## config.mk

```make
export PLATFORM = sky130hd
export DESIGN_NAME = scaled_matrix_multiply
export DESIGN_NICKNAME = d
export VERILOG_FILES = /design/src/smm_pkg.sv /design/src/smm_ram.sv /design/src/smm_ctrl.sv /design/src/smm_dp.sv /design/src/scaled_matrix_multiply.sv
export SDC_FILE = /design/constraint.sdc
export NUM_CORES = 2
export LEC_CHECK = 0
export BUFFER_PORTS_ARGS = -buffer_cell sky130_fd_sc_hd__buf_4
export CELL_PAD_IN_SITES_DETAIL_PLACEMENT = 2
export CELL_PAD_IN_SITES_GLOBAL_PLACEMENT = 2
export CORE_MARGIN = 3
export CORE_UTILIZATION = 48
export DETAILED_ROUTE_END_ITERATION = 6
export PLACE_DENSITY_LB_ADDON = 0.08
export SKIP_CTS_REPAIR_TIMING = 1
export SLEW_MARGIN = 20
export SYNTH_ARGS = -nofsm -noshare
export SYNTH_HDL_FRONTEND = slang
export SYNTH_SLANG_ARGS = --single-unit
```

## constraint.sdc

```tcl
create_clock -name clk -period 12.65 [get_ports clk]
set_input_delay 3.795 -clock clk [delete_from_list [all_inputs] [get_ports clk]]
set_output_delay 3.795 -clock clk [all_outputs]
set_load 0.005 [all_outputs]
```

## src/smm_pkg.sv

```systemverilog
`timescale 1ns / 1ps
// ----------------------------------------------------------------------------
// smm_pkg
// Types, codes and constants shared by the scaled matrix multiply block.
// ----------------------------------------------------------------------------
package smm_pkg;

  localparam int IDX_W    = 3;
  localparam int DIM_W    = 4;
  localparam int ELEM_W   = 16;
  localparam int SCALE_W  = 16;
  localparam int OUT_W    = 48;
  localparam int ACC_W    = 64;
  localparam int SOP_W    = 33;
  localparam int SPROD_W  = SOP_W + SCALE_W;
  localparam int FULL_W   = 81;
  localparam int CFG_IDX_W = 2;

  localparam logic [1:0] KIND_LOAD_A  = 2'd0;
  localparam logic [1:0] KIND_LOAD_B  = 2'd1;
  localparam logic [1:0] KIND_COMPUTE = 2'd2;

  localparam logic [CFG_IDX_W-1:0] CFG_ROWS_A    = 2'd0;
  localparam logic [CFG_IDX_W-1:0] CFG_INNER_DIM = 2'd1;
  localparam logic [CFG_IDX_W-1:0] CFG_COLS_B    = 2'd2;
  localparam logic [CFG_IDX_W-1:0] CFG_SCALE     = 2'd3;

  localparam logic signed [ACC_W:0] ACC_POS = 65'sh0_4000_0000_0000_0000;
  localparam logic signed [ACC_W:0] ACC_NEG = -ACC_POS;

  localparam logic [OUT_W-1:0] OUT_MAX = 48'h7FFF_FFFF_FFFF;
  localparam logic [OUT_W-1:0] OUT_MIN = 48'h8000_0000_0000;

  typedef struct packed {
    logic [1:0]              kind;
    logic [IDX_W-1:0]        row;
    logic [IDX_W-1:0]        col;
    logic signed [ELEM_W-1:0] element;
  } in_item_t;

  typedef struct packed {
    logic [IDX_W-1:0]        out_row;
    logic [IDX_W-1:0]        out_col;
    logic signed [OUT_W-1:0] product_sum;
    logic                    last;
  } out_item_t;

  typedef struct packed {
    logic             wr_a;
    logic             wr_b;
    logic             rd;
    logic             acc_clr;
    logic             scl_lo;
    logic             scl_hi;
    logic             emit;
    logic             last;
    logic [IDX_W-1:0] i;
    logic [IDX_W-1:0] j;
    logic [IDX_W-1:0] k;
  } cmd_t;

  typedef struct packed {
    logic pipe_busy;
    logic out_free;
  } sts_t;

  function automatic logic [DIM_W-1:0] dim_of(input logic [DIM_W-1:0] v,
                                              input logic [DIM_W-1:0] lim);
    return (v > lim) ? lim : v;
  endfunction

endpackage

```

## src/smm_ram.sv

```systemverilog
`timescale 1ns / 1ps
// ----------------------------------------------------------------------------
// smm_ram
// Generic single write port, single read port RAM with registered read.
// ----------------------------------------------------------------------------
module smm_ram #(
  parameter int WIDTH = 16,
  parameter int DEPTH = 64
) (
  input  logic                     clk,
  input  logic                     we,
  input  logic [$clog2(DEPTH)-1:0] waddr,
  input  logic [WIDTH-1:0]         wdata,
  input  logic [$clog2(DEPTH)-1:0] raddr,
  output logic [WIDTH-1:0]         rdata
);

  logic [WIDTH-1:0] mem_r [DEPTH];
  logic [WIDTH-1:0] rdata_r;

  always_ff @(posedge clk) begin
    if (we) begin
      mem_r[waddr] <= wdata;
    end
    rdata_r <= mem_r[raddr];
  end

  assign rdata = rdata_r;

endmodule

```

## src/smm_ctrl.sv

```systemverilog
`timescale 1ns / 1ps
// ----------------------------------------------------------------------------
// smm_ctrl
// Sequencer: takes load and compute items, walks the result elements and
// steps the datapath through accumulate, scale and emit.
// ----------------------------------------------------------------------------
module smm_ctrl #(
  parameter int MAX_DIM = 8
) (
  input  logic                       clk,
  input  logic                       rst_n,
  input  logic                       in_valid,
  output logic                       in_stall,
  input  smm_pkg::in_item_t          in_data,
  input  logic [smm_pkg::DIM_W-1:0]  rows_a,
  input  logic [smm_pkg::DIM_W-1:0]  inner_dim,
  input  logic [smm_pkg::DIM_W-1:0]  cols_b,
  output smm_pkg::cmd_t              cmd,
  input  smm_pkg::sts_t              sts
);
  import smm_pkg::*;

  localparam logic [2:0] ST_IDLE   = 3'd0;
  localparam logic [2:0] ST_MAC    = 3'd1;
  localparam logic [2:0] ST_DRAIN  = 3'd2;
  localparam logic [2:0] ST_SCL_LO = 3'd3;
  localparam logic [2:0] ST_SCL_HI = 3'd4;
  localparam logic [2:0] ST_EMIT   = 3'd5;

  localparam logic [DIM_W-1:0] DIM_LIM = DIM_W'(MAX_DIM);

  logic [2:0]       state_r, state_nxt;
  logic [IDX_W-1:0] i_r, i_nxt, j_r, j_nxt, k_r, k_nxt;
  logic [DIM_W-1:0] m_r, m_nxt, n_r, n_nxt, r_r, r_nxt;
  logic [DIM_W-1:0] m_new, n_new, r_new;
  logic             in_acc;
  logic             last_elem;
  logic             last_k;

  assign m_new = dim_of(rows_a, DIM_LIM);
  assign n_new = dim_of(inner_dim, DIM_LIM);
  assign r_new = dim_of(cols_b, DIM_LIM);

  assign in_stall  = (state_r != ST_IDLE);
  assign in_acc    = in_valid && (state_r == ST_IDLE);
  assign last_k    = ({1'b0, k_r} == r_r - 4'd1);
  assign last_elem = ({1'b0, i_r} == m_r - 4'd1) && last_k;

  always_comb begin
    state_nxt   = state_r;
    i_nxt       = i_r;
    j_nxt       = j_r;
    k_nxt       = k_r;
    m_nxt       = m_r;
    n_nxt       = n_r;
    r_nxt       = r_r;
    cmd         = '0;
    cmd.i       = i_r;
    cmd.j       = j_r;
    cmd.k       = k_r;
    cmd.last    = last_elem;
    case (state_r)
      ST_IDLE: begin
        if (in_acc) begin
          case (in_data.kind)
            KIND_LOAD_A: begin
              cmd.wr_a = 1'b1;
            end
            KIND_LOAD_B: begin
              cmd.wr_b = 1'b1;
            end
            KIND_COMPUTE: begin
              m_nxt = m_new;
              n_nxt = n_new;
              r_nxt = r_new;
              i_nxt = '0;
              j_nxt = '0;
              k_nxt = '0;
              if (m_new != '0 && r_new != '0) begin
                cmd.acc_clr = 1'b1;
                state_nxt   = (n_new == '0) ? ST_DRAIN : ST_MAC;
              end
            end
            default: ;
          endcase
        end
      end
      ST_MAC: begin
        cmd.rd = 1'b1;
        if ({1'b0, j_r} == n_r - 4'd1) begin
          j_nxt     = '0;
          state_nxt = ST_DRAIN;
        end else begin
          j_nxt = j_r + 3'd1;
        end
      end
      ST_DRAIN: begin
        if (!sts.pipe_busy) begin
          state_nxt = ST_SCL_LO;
        end
      end
      ST_SCL_LO: begin
        cmd.scl_lo = 1'b1;
        state_nxt  = ST_SCL_HI;
      end
      ST_SCL_HI: begin
        cmd.scl_hi = 1'b1;
        state_nxt  = ST_EMIT;
      end
      ST_EMIT: begin
        if (sts.out_free) begin
          cmd.emit = 1'b1;
          if (last_elem) begin
            state_nxt = ST_IDLE;
          end else begin
            cmd.acc_clr = 1'b1;
            if (last_k) begin
              k_nxt = '0;
              i_nxt = i_r + 3'd1;
            end else begin
              k_nxt = k_r + 3'd1;
            end
            state_nxt = (n_r == '0) ? ST_DRAIN : ST_MAC;
          end
        end
      end
      default: begin
        state_nxt = ST_IDLE;
      end
    endcase
  end

  always_ff @(posedge clk) begin
    if (!rst_n) begin
      state_r <= ST_IDLE;
      i_r     <= '0;
      j_r     <= '0;
      k_r     <= '0;
      m_r     <= '0;
      n_r     <= '0;
      r_r     <= '0;
    end else begin
      state_r <= state_nxt;
      i_r     <= i_nxt;
      j_r     <= j_nxt;
      k_r     <= k_nxt;
      m_r     <= m_nxt;
      n_r     <= n_nxt;
      r_r     <= r_nxt;
    end
  end

  a_scale_order: assert property (@(posedge clk) disable iff (!rst_n)
    cmd.scl_lo |=> cmd.scl_hi)
    else $error("scale low half not followed by high half");

  a_scale_drained: assert property (@(posedge clk) disable iff (!rst_n)
    cmd.scl_lo |-> !sts.pipe_busy)
    else $error("scaling started with products in flight");

  a_index_range: assert property (@(posedge clk) disable iff (!rst_n)
    (state_r != ST_IDLE) |-> ({1'b0, i_r} < m_r) && ({1'b0, k_r} < r_r))
    else $error("result index outside the matrix");

endmodule

```

## src/smm_dp.sv

```systemverilog
`timescale 1ns / 1ps
// ----------------------------------------------------------------------------
// smm_dp
// Datapath: A and B stores, multiply-accumulate pipe, scale multiplier with
// rounding and saturation, and the result register.
// ----------------------------------------------------------------------------
module smm_dp #(
  parameter int MAX_DIM   = 8,
  parameter int ELEM_BITS = 16
) (
  input  logic                               clk,
  input  logic                               rst_n,
  input  smm_pkg::in_item_t                  in_data,
  input  logic signed [smm_pkg::SCALE_W-1:0] scale,
  input  smm_pkg::cmd_t                      cmd,
  output smm_pkg::sts_t                      sts,
  output logic                               out_valid,
  input  logic                               out_stall,
  output smm_pkg::out_item_t                 out_data
);
  import smm_pkg::*;

  localparam int DEPTH  = MAX_DIM * MAX_DIM;
  localparam int ADDR_W = $clog2(DEPTH);
  localparam int LOAD_W = (ELEM_BITS < ELEM_W) ? ELEM_BITS : ELEM_W;
  localparam int PROD_W = 2 * ELEM_BITS;

  logic [ADDR_W-1:0]          waddr, a_raddr, b_raddr;
  logic [ELEM_BITS-1:0]       wr_elem;
  logic                       in_range;
  logic [ELEM_BITS-1:0]       a_rdata, b_rdata;

  logic                       rd_vld_r;
  logic                       mul_vld_r;
  logic signed [PROD_W-1:0]   prod_r;
  logic signed [ACC_W-1:0]    acc_r, acc_nxt;
  logic signed [ACC_W:0]      acc_sum;

  logic signed [SOP_W-1:0]    sop;
  logic signed [SPROD_W-1:0]  sprod;
  logic signed [SPROD_W-1:0]  plo_r, phi_r;
  logic signed [FULL_W-1:0]   full_w;
  logic [FULL_W-9:0]          shf;
  logic                       sat_ok;
  logic [OUT_W-1:0]           res;

  logic                       out_valid_r;
  out_item_t                  out_data_r;

  assign in_range = (32'(in_data.row) < MAX_DIM) && (32'(in_data.col) < MAX_DIM);
  assign waddr    = ADDR_W'(32'(in_data.row) * MAX_DIM + 32'(in_data.col));
  assign wr_elem  = ELEM_BITS'(in_data.element[LOAD_W-1:0]);
  assign a_raddr  = ADDR_W'(32'(cmd.i) * MAX_DIM + 32'(cmd.j));
  assign b_raddr  = ADDR_W'(32'(cmd.j) * MAX_DIM + 32'(cmd.k));

  smm_ram #(
    .WIDTH (ELEM_BITS),
    .DEPTH (DEPTH)
  ) u_a_store (
    .clk   (clk),
    .we    (cmd.wr_a && in_range),
    .waddr (waddr),
    .wdata (wr_elem),
    .raddr (a_raddr),
    .rdata (a_rdata)
  );

  smm_ram #(
    .WIDTH (ELEM_BITS),
    .DEPTH (DEPTH)
  ) u_b_store (
    .clk   (clk),
    .we    (cmd.wr_b && in_range),
    .waddr (waddr),
    .wdata (wr_elem),
    .raddr (b_raddr),
    .rdata (b_rdata)
  );

  // saturating accumulate at +-2^62
  assign acc_sum = (ACC_W+1)'(acc_r) + (ACC_W+1)'(prod_r);

  always_comb begin
    if (acc_sum > ACC_POS) begin
      acc_nxt = ACC_W'(ACC_POS);
    end else if (acc_sum < ACC_NEG) begin
      acc_nxt = ACC_W'(ACC_NEG);
    end else begin
      acc_nxt = ACC_W'(acc_sum);
    end
  end

  // scale in two 33 x 16 halves
  assign sop    = cmd.scl_lo ? $signed({1'b0, acc_r[31:0]})
                             : $signed({acc_r[ACC_W-1], acc_r[ACC_W-1:32]});
  assign sprod  = sop * scale;
  assign full_w = $signed({phi_r, 32'd0}) + FULL_W'(plo_r);
  assign shf    = full_w[FULL_W-1:8];
  assign sat_ok = (&shf[FULL_W-9:OUT_W-1]) || !(|shf[FULL_W-9:OUT_W-1]);
  assign res    = sat_ok ? shf[OUT_W-1:0] : (shf[FULL_W-9] ? OUT_MIN : OUT_MAX);

  always_ff @(posedge clk) begin
    if (!rst_n) begin
      rd_vld_r    <= 1'b0;
      mul_vld_r   <= 1'b0;
      out_valid_r <= 1'b0;
    end else begin
      rd_vld_r  <= cmd.rd;
      mul_vld_r <= rd_vld_r;
      if (cmd.emit) begin
        out_valid_r <= 1'b1;
      end else if (!out_stall) begin
        out_valid_r <= 1'b0;
      end
    end
  end

  always_ff @(posedge clk) begin
    if (rd_vld_r) begin
      prod_r <= $signed(a_rdata) * $signed(b_rdata);
    end
    if (cmd.acc_clr) begin
      acc_r <= '0;
    end else if (mul_vld_r) begin
      acc_r <= acc_nxt;
    end
    if (cmd.scl_lo) begin
      plo_r <= sprod;
    end
    if (cmd.scl_hi) begin
      phi_r <= sprod;
    end
    if (cmd.emit) begin
      out_data_r.out_row     <= cmd.i;
      out_data_r.out_col     <= cmd.k;
      out_data_r.product_sum <= res;
      out_data_r.last        <= cmd.last;
    end
  end

  assign sts.pipe_busy = rd_vld_r || mul_vld_r;
  assign sts.out_free  = !out_valid_r || !out_stall;
  assign out_valid     = out_valid_r;
  assign out_data      = out_data_r;

  a_clr_vs_acc: assert property (@(posedge clk) disable iff (!rst_n)
    !(cmd.acc_clr && mul_vld_r))
    else $error("accumulator cleared while a product lands");

  a_emit_slot: assert property (@(posedge clk) disable iff (!rst_n)
    cmd.emit |-> (!out_valid_r || !out_stall))
    else $error("result register overwritten while stalled");

  a_rd_vs_load: assert property (@(posedge clk) disable iff (!rst_n)
    !(cmd.rd && (cmd.wr_a || cmd.wr_b)))
    else $error("store load during a multiply pass");

endmodule

```

## src/scaled_matrix_multiply.sv

```systemverilog
`timescale 1ns / 1ps
// ----------------------------------------------------------------------------
// scaled_matrix_multiply
// C = scale * A * B over signed Q8.8 elements, results in Q32.16.
// ----------------------------------------------------------------------------
// A load item writes one element of A or B, and loads can arrive back to
// back. For a compute item one multiply-accumulate unit reads one A and one
// B element per cycle from the two stores, the last products pass through
// the store read and product registers into the accumulator, then each
// result element takes a scale multiply in low and high halves and goes
// into the output register, which holds it while out_stall is high. With
// inner_dim at zero the multiply-accumulate pass is skipped. New items are
// taken once the last result of a run sits in the output register. Store
// entries come up undefined after reset and must be loaded before use.
module scaled_matrix_multiply #(
  parameter int MAX_DIM   = 8,
  parameter int ELEM_BITS = 16
) (
  input  logic                                 clk,
  input  logic                                 rst_n,
  input  logic                                 in_valid,
  output logic                                 in_stall,
  input  smm_pkg::in_item_t                    in_data,
  output logic                                 out_valid,
  input  logic                                 out_stall,
  output smm_pkg::out_item_t                   out_data,
  input  logic                                 cfg_we,
  input  logic [smm_pkg::CFG_IDX_W-1:0]        cfg_index,
  input  logic [smm_pkg::SCALE_W-1:0]          cfg_data
);
  import smm_pkg::*;

  logic [DIM_W-1:0]          rows_a_r, inner_dim_r, cols_b_r;
  logic signed [SCALE_W-1:0] scale_r;
  cmd_t                      cmd;
  sts_t                      sts;

  always_ff @(posedge clk) begin
    if (!rst_n) begin
      rows_a_r    <= 4'd8;
      inner_dim_r <= 4'd8;
      cols_b_r    <= 4'd8;
      scale_r     <= 16'sd256;
    end else if (cfg_we) begin
      case (cfg_index)
        CFG_ROWS_A:    rows_a_r    <= cfg_data[DIM_W-1:0];
        CFG_INNER_DIM: inner_dim_r <= cfg_data[DIM_W-1:0];
        CFG_COLS_B:    cols_b_r    <= cfg_data[DIM_W-1:0];
        CFG_SCALE:     scale_r     <= $signed(cfg_data);
        default: ;
      endcase
    end
  end

  smm_ctrl #(
    .MAX_DIM (MAX_DIM)
  ) u_ctrl (
    .clk       (clk),
    .rst_n     (rst_n),
    .in_valid  (in_valid),
    .in_stall  (in_stall),
    .in_data   (in_data),
    .rows_a    (rows_a_r),
    .inner_dim (inner_dim_r),
    .cols_b    (cols_b_r),
    .cmd       (cmd),
    .sts       (sts)
  );

  smm_dp #(
    .MAX_DIM   (MAX_DIM),
    .ELEM_BITS (ELEM_BITS)
  ) u_dp (
    .clk       (clk),
    .rst_n     (rst_n),
    .in_data   (in_data),
    .scale     (scale_r),
    .cmd       (cmd),
    .sts       (sts),
    .out_valid (out_valid),
    .out_stall (out_stall),
    .out_data  (out_data)
  );

endmodule

```

==> results of run 1 <==
[cell families after synthesis]
logic type      after synthesis  share of synthesized area, %
compound gates              723                         3.957
xor+xnor                    200                         1.417
fa+ha+maj                  1081                         15.58
buf+inv                    1276                         3.902
flops                      2376                         56.49
mux                         693                         12.41
simple gates               1631                         6.236
[Yosys cell counts, drive strengths merged, types with 6 or more instances]
master / number
nand3: 52
dfxtp: 151
nand4: 31
nor2: 281
a22o: 61
nand2b: 38
nor2b: 60
and3: 27
fa: 764
a211oi: 17
buf: 77
xor2: 65
o41ai: 6
or2: 16
o31ai: 11
ha: 317
o21a: 74
nand2: 703
o21bai: 25
a31o: 6
and2: 304
nand3b: 8
edfxtp: 2225
a221oi: 7
a21oi: 197
nor4: 7
nor3: 45
xnor2: 135
o211ai: 10
mux2i: 19
nor3b: 12
clkbuf: 294
inv: 905
and4: 7
or3: 23
mux4: 672
o21ai: 105
a21boi: 27
or4: 7
a31oi: 18
a21o: 89
[stage by stage]
step | hold WS, ns | std cells | instance area [um^2] | setup WS, ns
floorplan | 0.4064 | 7980 | 123600 | 3.423
global placement | 0.4532 | 11310 | 129000 | 3.017
==> impl_metrics.tcl, run 1 <==
set metrics [dict create \
    ys_types 81 \
    gp_congestion 0.8714 \
    die_w_um 513.5 \
    place_hpwl_mm 281.4 \
    synth_area_leaders "edfxtp_1 (54%), fa_1 (12%), mux4_2 (12%)" \
    yosysWarnings 0 \
    status "aborted with a tool error" \
    netlist.area_leader.share_pct 54.05 \
    yosysSeqAreaShare_pct 56.49 \
    first-error "[ERROR DPL-0033] detailed placement checks failed during check placement." \
    start_util_pct 48.46 \
    synth_largest_area_cell "edfxtp_1" \
    num_rows 185 \
    lastStage "3_5_place_dp" \
    syn_nets 9108 \
    syn_area_per_cell_um2 15.49 \
    async_flop_share_pct 0 \
    netlist_area_mm2 0.1236 \
    ys_ff_latch 2376 \
    syn_inst 7980 \
    synth_flop_cell "edfxtp_1" \
    pin_count 104 \
    synth_edf_count 2225 \
    io_buffer_count 103 \
    fp.dieH_um 513.5 \
]
==> run 2: changes to the inputs <==
- CELL_PAD_IN_SITES_DETAIL_PLACEMENT: 2 -> unset
- CELL_PAD_IN_SITES_GLOBAL_PLACEMENT: 2 -> unset
- CORE_UTILIZATION: 48 -> 40
- PLACE_DENSITY_LB_ADDON: 0.08 -> 0.15
==> impl_metrics.tcl, run 2 <==
set metrics [dict create \
    grt_pass1_wl_mm 479.7 \
    ys_ff_latch 2376 \
    finalCriticalPeriod_ns 10.01 \
    yosysSeqAreaShare_pct 56.49 \
    clock_skew_ns 0.05581 \
    hold_slack_ns 0.4930 \
    mostFrequentLayoutCell "edfxtp_1" \
    maxSlewViolCount 0 \
    worst_pin_slew_ns 1.100 \
    utilization_pct 45.14 \
    clk_pin_slew_ns 0.06 \
    stdcell_count 12510 \
    area_delta_synth_final_pct 12.03 \
    synth_commonest_cells "edfxtp_1 (2225), inv_1 (905), fa_1 (764), nand2_1 (703), mux4_2 (672)" \
    crit_top_cell "fa_1" \
    end_kind "flop" \
    cts_made_buffers 271 \
    r2r_end "u_dp.plo_r[42]" \
    clock_sinks 2376 \
    min_path_cells 2 \
    rr_startpoint "u_ctrl.state_r[0]" \
    worstPathMaxFanout 39 \
    fmaxAchievable_ghz 0.09988 \
    hold_viol 0 \
    io_buffer_count 103 \
    syn_inst 7980 \
    synth_edf_count 2225 \
    setup_tns_ns 0 \
    pin_count 104 \
    drtAntennaViolNets 0 \
    syn_area_per_cell_um2 15.49 \
    syn_nets 9108 \
    clockBufferDepth 4 \
    post-route-period-util_pct 79.14 \
    vias 67580 \
    rrSetupSlack_ns 2.64 \
    grt_max_degree 129 \
    setup_viol 0 \
    rsz0062_at_grt "no" \
    fin_nets 9316 \
    grt_pass1_vias 70850 \
    required_ns 13.22 \
    synth_area_leaders "edfxtp_1 (54%), fa_1 (12%), mux4_2 (12%)" \
    top_regs "u_dp.u_a_store.mem_r: 1024 flops, u_dp.u_b_store.mem_r: 1024 flops, u_dp.acc_r: 64 flops" \
    start_util_pct 40.29 \
    worstSetupPathType "reg -> reg" \
    ys_types 81 \
    hold_start "u_ctrl.r_r[3]" \
    root_buffer "clkbuf_16" \
    yosysWarnings 0 \
    htree_num_levels 5 \
    async_flop_share_pct 0 \
    die_w_um 561.9 \
    synth_flop_cell "edfxtp_1" \
    fill_cells 27060 \
    reg2reg_depth 28 \
    fp.dieH_um 561.9 \
    core-area_mm2 0.3068 \
    track_usage_pct 20.37 \
    grt_remaining_overflow 0 \
    drc_errors 0 \
    slowest_delay_ns 0.79 \
    start_kind "flop" \
    routed_wl_mm 323.1 \
    viasPerCell 5.404 \
    wl_per_cell_um 25.84 \
    critPathSlowestCell "inv_2" \
    drt_iter0_drc 5171 \
    synth.most_common_cell "edfxtp_1" \
    netlist_area_mm2 0.1236 \
    status "complete, no violations" \
    cap_violations 0 \
    grt_antenna_before_repair 16 \
    worstSkewPairLatency_ns 0.87 \
    relSlewSlack_pct 26.42 \
    netlist.area_leader.share_pct 54.05 \
    place_hpwl_mm 215.4 \
    final_cell_mix "edfxtp_1 (2225), inv_1 (904), fa_1 (764)" \
    synth_largest_area_cell "edfxtp_1" \
    gp_congestion 0.8315 \
    crit_arrival_ns 10.58 \
    drive_above_1_share_pct 17.02 \
    drt_pass1_iterations 5 \
    hold_path_class "reg -> reg" \
    dp_cells 12010 \
    cts_tree "done" \
    min_to "u_ctrl.r_r[3]" \
    dieArea_mm2 0.3158 \
    num_rows 203 \
    seqCellArea_mm2 0.06986 \
    multi_input_area_mm2 0.04905 \
]
run 2: cell counts after synthesis:
Identical to the previous run, type by type.
run 2: per-stage QoR:
step / instance area (um^2) / worst slack, ns
global route: 138500 / 1.874
CTS: 138400 / 2.550
global placement: 129800 / 2.865
finish: 138500 / 2.638
floorplan: 123600 / 3.423
detailed placement: 129800 / 2.575
run 2: per-layer routing:
metal	vias to the layer above	global-route usage [%]	part of all wire (%)
li1	29400	-	-
met4	6	4.418	2.3
met5	-	0	0.012
met3	383	3.028	5.4
met2	1769	34.73	50
met1	36020	27.75	42
run 2: worst max-delay path: cells and delay by family, from the launching register on:
family | cells | cell delay, ns
AOI/OAI and AO/OA | 11 | 3.01
xor gates and xnor gates | 1 | 0.11
adders and majority gates | 7 | 3.38
DFF | 1 | 0.56
and+or+nand+nor | 5 | 1.71
buffers and inverters | 4 | 0.94
run 2: layout make-up:
type,instances,share of cell area [%]
sequential,2376,50.45
antenna,8,0.01446
clock inverter,140,1.031
timing repair buffer,306,1.715
inverter,905,2.453
multi-input combinational,4328,35.42
clock buffer,343,5.213
tap,4100,3.704
run 2: worst max path at each step:
stage | start | to | slack [ns]
after floorplan | u_ctrl.state_r[0] | u_dp.phi_r[42] | 3.42
after global placement | u_ctrl.state_r[0] | u_dp.phi_r[42] | 2.86
after detailed placement | u_ctrl.state_r[0] | u_dp.plo_r[42] | 2.57
after CTS | u_ctrl.state_r[0] | u_dp.plo_r[42] | 2.55
after global routing | u_ctrl.state_r[0] | u_dp.plo_r[42] | 1.87
final | u_ctrl.state_r[0] | u_dp.plo_r[42] | 2.64
run 2: logic make-up after synthesis:
| logic type | after synthesis | share of synthesized area [%] |
|---|---|---|
| AND/OR/NAND/NOR | 1631 | 6.236 |
| buffers and inverters | 1276 | 3.902 |
| adder cells (fa/ha/maj) | 1081 | 15.58 |
| AO/OA/AOI/OAI | 723 | 3.957 |
| flip-flops | 2376 | 56.49 |
| XOR/XNOR | 200 | 1.417 |
| multiplexers | 693 | 12.41 |
Power of run 2 is left out: the tool's default activity adds up to more than one toggle a clock period on the data nets, which glitch-free logic cannot reach.
